==> config.mk <==
export PLATFORM = sky130hd
export DESIGN_NAME = prmf_ram
export DESIGN_NICKNAME = d
export VERILOG_FILES = /design/src/rtl/core/prmf_ram.sv
export SDC_FILE = /design/constraint.sdc
export NUM_CORES = 2
export LEC_CHECK = 0
export BUFFER_PORTS_ARGS = -buffer_cell sky130_fd_sc_hd__buf_4
export CAP_MARGIN = 20
export CORE_MARGIN = 2
export CORE_UTILIZATION = 55
export CTS_CLUSTER_SIZE = 12
export DETAILED_ROUTE_END_ITERATION = 10
export MAX_ROUTING_LAYER = met4
export PLACE_DENSITY = 0.83
export SETUP_SLACK_MARGIN = 0.15
export SLEW_MARGIN = 25
export SYNTH_ARGS = -nofsm -noshare
export SYNTH_HDL_FRONTEND = slang
export SYNTH_SLANG_ARGS = --single-unit
==> constraint.sdc <==
create_clock -name clock -period 3.5 [get_ports clock]
set_input_delay 0.175 -clock clock [delete_from_list [all_inputs] [get_ports clock]]
set_output_delay 0.175 -clock clock [all_outputs]
set_load 0.1 [all_outputs]
==> src/rtl/core/prmf_ram.sv <==
// Generic single write port, single read port RAM with registered read.
module prmf_ram #(
   parameter int WIDTH = 32,
   parameter int DEPTH = 64
) (
   input  logic                     clock,
   input  logic                     wr_en,
   input  logic [$clog2(DEPTH)-1:0] wr_addr,
   input  logic [WIDTH-1:0]         wr_data,
   input  logic [$clog2(DEPTH)-1:0] rd_addr,
   output logic [WIDTH-1:0]         rd_data
);
   logic [WIDTH-1:0] mem [DEPTH];
   logic [WIDTH-1:0] rd_data_ff;

   always_ff @(posedge clock) begin
      if (wr_en) begin
         mem[wr_addr] <= wr_data;
      end
      rd_data_ff <= mem[rd_addr];
   end

   assign rd_data = rd_data_ff;
endmodule

==> results.yml <==
worst_setup_path:
  crit_arrival_ns: 3.56
  cp-start-kind: "primary input"
  path_max_fanout: 32
  rr_worst_depth: 4
  crit_path_end_kind: "flip-flop"
  critical_path_class: "in -> reg"
  cp.required_ns: 4.24
yosys:
  synthArstFlopShare: 0
  ys_seq_area_frac: 0.791
  synth_nets: 3370
  yosys_most_used_dff: "edfxtp_1"
  ys_warn_count: 0
  syn_area_um2: 78500
  synth-seq-cells: 2080
  syn_inst: 3324
  synth.distinct_cells: 34
  avgSynthCellArea_um2: 23.6
  synth-edff-count: 2048
run:
  maxCapViolations: 0
detailed_routing:
  drt_iter0_markers: 6533
  viasPerCell: 7.00
  ant_nets: 0
  vias: 39728
  routedWlPerCell_um: 38.4
  first_pass_iters: 8
  totalWireLength_mm: 218
  drc_errors: 0
die:
  core_area_um2: 142000
  initial_core_util: 0.555
  dieWidth_um: 382
  dieArea_um2: 146000
  die_h_um: 382
  num_rows: 138
  ioPinCount: 78
final_layout:
  fillCellCount: 8698
  layout_commonest_cell: "edfxtp_1"
  mostFrequentLayoutCells: "edfxtp_1, mux4_2, buf_4, clkbuf_16, clkbuf_1"
  fin_util: 0.628
  final_net_count: 3684
  drive_above_1_share: 0.290
  fin_cells: 5672
  area_delta_synth_final_pct: 13.3
global_routing:
  grt_pass1_vias: 40802
  grt_util_all_layers: 0.311
  overflow: 0
  grt_pass1_wl_mm: 306
  antenna_found_initial: 8
  grt_max_degree: 65
place:
  dp.cells: 5295
  portBuffers: 77
  hpwl_mm: 113
  place.gp.congestion: 0.840
  pre_cts_slack_ns: 0.0918
sta:
  final_hold_viol_count: 0
  setup_viol: 0
  skew_ns: 0.0324
  slew_headroom: 0.263
  period_share: 0.807
  tightest_slew_ns: 1.10
  rsz0062_at_grt: "false"
  fmax_mhz: 354
  setup_slack_ns: 0.676
  tns_ns: 0
  fin_crit_ns: 2.82
  slew_viol_final: 0
pwr:
  total_power_mw: 50.7
  power.leakage_nw: 27.7
  vdd_drop_max_uv: 492
  power_density_nw_per_um2: 569
clock_network:
  path_clk_slew_ns: 0.07
  cts_hold_buf: 36
  clock_sinks: 2080
  htreeDepth: 4
  cts_tree: "built"
  root_buffer: "clkbuf_16"
  clockBufferDepth: 3
  clk_latency_ns: 0.84
  cts_setup_buffers: 0
  cts_buffers: 195
  cts_resized: 0
min_path:
  hold_class: "in -> reg"
  holdPathStages: 4
run_status:
  outcome: "finished clean"
## report_power, final
part | switching [mW] | internal (mW) | leakage, nW
Sequential | 0.153 | 27.6 | 18.7
Clock | 9.01 | 10.7 | 2.72
Combinational | 2.16 | 1.04 | 6.29
## cell usage after synthesis (2+ instances only)
cell type	number	area (µm²)
a21oi_1	62	310
a22oi_1	12	90.1
a311oi_1	8	70.1
a41o_1	4	40.0
and2_1	2	12.5
and3_1	4	25.0
buf_1	21	78.8
buf_2	57	285
buf_4	25	188
buf_6	5	56.3
clkbuf_1	74	278
dfxtp_1	32	641
edfxtp_1	2048	61500
mux2i_1	93	931
mux4_2	544	12300
nand2_1	26	97.6
nand2b_1	8	50.1
nand3_1	5	25.0
nand3b_1	5	37.5
nand4_1	2	12.5
nor2_1	137	514
nor2b_1	15	93.8
nor3_1	7	35.0
o221ai_1	27	236
o22ai_1	84	526
o32ai_1	4	35.0
or3_1	3	18.8
or3b_1	2	17.5
or3b_2	3	26.3
## cell families (layout without fill, tap and decap cells)
| family | Yosys count | in the layout | share of synthesized area |
|---|---|---|---|
| simple gates | 223 | 223 | 0.0127 |
| buf+inv | 182 | 631 | 0.0113 |
| mux | 637 | 637 | 0.168 |
| flops | 2080 | 2080 | 0.791 |
| other cells | 0 | 9 | 0 |
| compound gates | 202 | 202 | 0.0167 |
## critical path, cell delays in order
cell	delay, ns
dlygate4sd3_1	0.59
buf_4	0.37
nand2b_1	0.21
buf_4	0.57
o221ai_1	0.30
a21oi_1	0.80
a21oi_1	0.29
nor2_1	0.23
## final cells by class
cell class	instances	area (µm²)	share of cell area
sequential	2080	62100	0.698
clock buffer	314	5480	0.0616
timing repair buffer	299	2820	0.0317
multi-input combinational	1062	16000	0.180
clock inverter	18	178	0.00200
antenna	9	22.5	0.000253
tap	1890	2360	0.0266
## state kept, by name, summed over array words and instances (netlist names)
| signal | count |
|---|---|
| mem | 2048 |
| rd_data | 32 |
## per-layer routing
layer  track usage  part of all wire  up-vias
li1              -                 -    14881
met1         0.387              0.32    20432
met2         0.479              0.48     3728
met3        0.0790              0.14      687
met4         0.154             0.058        0
met5             -                 0        -
## path summary, 6_finish.rpt
path,startpoint,endpoint,slack [ns]
min reg2reg,mem[13][4]$_DFFE_PP_,rd_data[4]$_DFF_P_,0.90
max,rd_addr[4],rd_data[28]$_DFF_P_,0.68
min,wr_addr[0],mem[29][17]$_DFFE_PP_,0.19
max reg2reg,mem[18][29]$_DFFE_PP_,rd_data[29]$_DFF_P_,0.89
## through the flow
stage          hold WS [ns]  instance area (µm²)
6_report              0.190                89000
5_1_grt               0.174                89000
2_1_floorplan         0.274                78500
3_5_place_dp          0.670                82900
3_3_place_gp          0.676                82900
4_1_cts               0.142                89000
Note: power is estimated with default switching activity, not from simulation.
