--- src/rtl/core/prmf_pkg.sv ---
// Shared types and constants for the push-relabel maximum flow block.
package prmf_pkg;

   localparam int CMD_W  = 2;
   localparam int NODE_W = 6;
   localparam int CAPI_W = 16;
   localparam int FLOW_W = 32;
   localparam int EXC_W  = 33;
   localparam int CFG_W  = 7;

   localparam logic [CMD_W-1:0] CMD_CLEAR = 2'd0;
   localparam logic [CMD_W-1:0] CMD_EDGE  = 2'd1;
   localparam logic [CMD_W-1:0] CMD_RUN   = 2'd2;

   typedef enum logic [1:0] {
      ALU_ADD32,
      ALU_ADD33,
      ALU_SUB,
      ALU_LT
   } alu_op_type;

   typedef enum logic [4:0] {
      ST_WIPE,
      ST_IDLE,
      ST_EDGE_RD,
      ST_EDGE_WR,
      ST_COPY,
      ST_SRC_RD,
      ST_SRC_CHK,
      ST_SRC_REV_RD,
      ST_SRC_REV_WR,
      ST_PI_RD,
      ST_PI_CHK,
      ST_PJ_RD,
      ST_PJ_CHK,
      ST_PU_FWD,
      ST_PU_EXI,
      ST_PU_REV,
      ST_PU_EXJ,
      ST_RI_RD,
      ST_RI_CHK,
      ST_RJ_RD,
      ST_RJ_CHK,
      ST_DONE_RD,
      ST_DONE
   } state_type;

endpackage

--- src/rtl/core/prmf_alu.sv ---
// Shared arithmetic unit: saturating adds, subtract and compare.
module prmf_alu (
   input  prmf_pkg::alu_op_type          op,
   input  logic [prmf_pkg::EXC_W-1:0]    a,
   input  logic [prmf_pkg::EXC_W-1:0]    b,
   output logic [prmf_pkg::EXC_W-1:0]    y,
   output logic                          sat,
   output logic                          lt
);
   logic [prmf_pkg::EXC_W:0] sum;

   assign sum = {1'b0, a} + {1'b0, b};
   assign lt  = (a < b);

   always_comb begin
      y   = '0;
      sat = 1'b0;
      case (op)
         prmf_pkg::ALU_ADD32: begin
            if (sum[prmf_pkg::EXC_W:prmf_pkg::FLOW_W] != '0) begin
               y   = {1'b0, {prmf_pkg::FLOW_W{1'b1}}};
               sat = 1'b1;
            end else begin
               y = sum[prmf_pkg::EXC_W-1:0];
            end
         end
         prmf_pkg::ALU_ADD33: begin
            if (sum[prmf_pkg::EXC_W]) begin
               y   = '1;
               sat = 1'b1;
            end else begin
               y = sum[prmf_pkg::EXC_W-1:0];
            end
         end
         prmf_pkg::ALU_SUB: begin
            y = a - b;
         end
         default: begin
            y = '0;
         end
      endcase
   end
endmodule

--- config.mk ---
export PLATFORM = sky130hd
export DESIGN_NAME = prmf_alu
export DESIGN_NICKNAME = d
export VERILOG_FILES = /design/src/rtl/core/prmf_pkg.sv /design/src/rtl/core/prmf_alu.sv
export SDC_FILE = /design/constraint.sdc
export NUM_CORES = 1
export LEC_CHECK = 0
export ABC_AREA = 1
export BUFFER_PORTS_ARGS = -buffer_cell sky130_fd_sc_hd__buf_2
export CORE_MARGIN = 5
export CORE_UTILIZATION = 50
export DETAILED_ROUTE_END_ITERATION = 16
export PLACE_DENSITY = 0.81
export SLEW_MARGIN = 10
export SYNTH_ARGS = -nofsm -noshare
export SYNTH_HDL_FRONTEND = slang
export SYNTH_SLANG_ARGS = --single-unit
--- constraint.sdc ---
create_clock -name vclk -period 5
set_clock_uncertainty 0.15 [all_clocks]
set_input_delay 0 -clock vclk [all_inputs]
set_output_delay 0 -clock vclk [all_outputs]
set_load 0.1 [all_outputs]
==> summary.md <==
| Metric | Value |
|---|---|
| Fillers | `1306` |
| Switching power | `877.5 uW` |
| Crit path kind | `in2out` |
| Synth top area share | `24.86%` |
| Vias in the first global route | `6775` |
| M1 GR Usage | `38.96%` |
| Met3 usage | `3.056%` |
| Reg area | `0 um^2` |
| Cells after DPL | `1398` |
| Routed WL | `20450 um` |
| Ant diodes | `0` |
| Die height | `118.2 um` |
| Most common cell after layout, fill and taps aside | `nand2_1` |
| Layout cells sized above 1 | `12.19%` |
| Die width | `118.2 um` |
| Actual slew at the worst max-slew pin | `1054 ps` |
| Pin count of the biggest net entering global routing | `26` |
| GR peak layer | `met2` |
| Final ANT Viol Nets | `0` |
| Max Cap Violations | `0` |
| Area Overhead vs Synth | `7.604%` |
| Status | `complete, no violations` |
| Gate Count Post-Synth | `1186` |
| Slew Limit Fails | `0` |
| Slowest CP cell | `ha_1` |
| Max Freq | `0.3441 GHz` |
| Clock power frac | `0%` |
| LEAKAGE | `3.911 nW` |
| IO Port Bufs | `103` |
| Post-detail-place hpwl | `17830 um` |
| Hold-fix buffers at CTS | `0` |
| Final hold vios | `0` |
| Crit path max fanout | `22` |
| Sequential group share of total power | `0%` |
| Via count | `7523` |
| Post-CTS sizing | `0` |
| Worst path buffer plus inverter count | `5` |
| Iteration-0 DRC Markers | `766` |
| Synthesized area per cell | `4.939 um^2` |
| WP data required | `4850 ps` |
| Top area cells in the synthesized netlist | `nand2_1 25%, inv_1 14%, ha_1 14%, nand3_1 10%, nor2_1 7.9%` |
| Row Count | `39` |
| Cell Pwr Density | `181.2 nW/um^2` |
| Warnings from Yosys | `0` |
| Area of the core | `11470 um^2` |
| First-pass GRT wire length | `32570 um` |
| Total global routing overflow | `0` |
| Mapped Area | `5858 um^2` |
| Final period utilization | `58.13%` |
| Syn Nets | `1322` |
| Combinational power share | `100.0%` |
| Top delay family on crit path | `simple AND/OR/NAND/NOR gates` |
| Total Die Area | `13980 um^2` |
| Worst Setup End Kind | `output port` |
| Cell Chain, Critical Path | `buf_2 -> inv_1 -> ha_1 -> inv_1 -> a21oi_1 -> nand2_1 -> nand2_1 -> nand2_1 -> clkinv_1 -> nand2_4 -> a21oi_4 -> nand2_4 -> nand2_4 -> nand3b_1 -> buf_2` |
| Final Critical Period | `2907 ps` |
| Hold WC Path Type | `in2out` |
| Slew Limit Headroom | `29.66%` |
| Setup repair bufs after CTS | `0` |
| Met2 GRT Util | `46.17%` |
| Arr. time, crit path | `2760 ps` |
| Final Non-Filler Cells | `1398` |
| Most frequent cells in the layout | `388 x nand2_1, 226 x inv_1, 123 x nor2_1, 118 x nand3_1, 103 x buf_2` |
| Clock buffers | `0` |
| Slowest stage delay, CP | `450 ps` |
| Setup violators final | `0` |
| Netlist cell types | `42` |
| Post-layout nets | `1393` |
| RePlAce Congestion | `0.9843` |
| Setup TNS Final | `0 ps` |
| Area leader, netlist | `nand2_1` |
| Worst setup SP type | `input pin` |
| DRC Markers | `0` |
| Drt pass-1 iters | `8` |
| IO Pins | `103` |
| Sw Ratio | `76.82%` |
| Vias per cell | `5.381` |
| Post-detailed-route wirelength per cell | `14.63 um` |
| Initial Util | `51.09%` |
| Register area share after synthesis | `0%` |
| Cell Int Power | `264.8 uW` |
| FF+latch count | `0` |
| Total Routing Usage GR | `27.60%` |
| Initial antenna violation count | `0` |
| Max IR drop VDD | `160.8 uV` |
| Unrepaired setup endpoints after global routing | `no` |
==> cells by family after synthesis <==
logic type,share of synthesized area [%]
xor+xnor,0.2991
buf+inv,19.61
compound gates,13.48
fa+ha+maj,14.78
simple gates,51.84
==> power groups by stage <==
stage                     Combinational, mW  Clock [mW]  Sequential, mW
final                                  1.14           0               0
after global routing                   1.23           0               0
after CTS                              1.13           0               0
after detailed placement               1.12           0               0
after global placement                 1.12           0               0
after floorplan                       0.905           0               0
==> cells in the mapped netlist, types with 3 or more instances <==
cell        n
nand2_2     7
nand3_2     9
nor3_1     12
nand2_1   388
nor2_1    124
buf_4       8
nand2_4     3
buf_6       7
inv_2      10
nand3b_1   13
nor2_2     10
inv_1     226
o21ai_0    48
a21oi_1    69
buf_2      12
a21oi_2     3
clkbuf_1    3
nand4_1    10
nand3_1   118
o21bai_1   12
ha_1       66
==> tightest hold or removal path: stages <==
cell and delay (ps):
buf_2 120, nor3_1 60, nor2_1 100, nand2_1 60
buf_2 290
==> metrics by stage <==
stage	hold WS, ps	setup WS (ps)	cell area (um^2)	power (mW)	util (%)
floorplan	408.8	2218	5858	0.9055	-
global placement	448.2	2121	6304	1.118	54.97
detailed placement	476.7	2119	6304	1.124	54.97
CTS	481.8	2113	6304	1.127	54.97
global route	512.8	1872	6304	1.234	54.97
finish	475.2	2093	6304	1.142	54.97
==> worst paths after layout <==
| check | start | endpoint | slack (ps) | cells after the start |
|---|---|---|---|---|
| max | b[12] | y[12] | 2090 | 15 |
| min | op[0] | y[0] | 480 | 5 |
==> cell type report <==
| cell class | count | area (um^2) | share of cell area [%] |
|---|---|---|---|
| timing repair buffer | 104 | 523.0 | 8.297 |
| multi-input combinational | 914 | 4712 | 74.75 |
| inverter | 237 | 889.6 | 14.11 |
| tap | 143 | 178.9 | 2.838 |
==> layer usage <==
layer,share of wire (%),vias to the layer above
met4,1.7,0
met1,44,3322
met2,44,362
met3,11,27
li1,-,3812
met5,0,-
(Power assumes the default switching activity.)
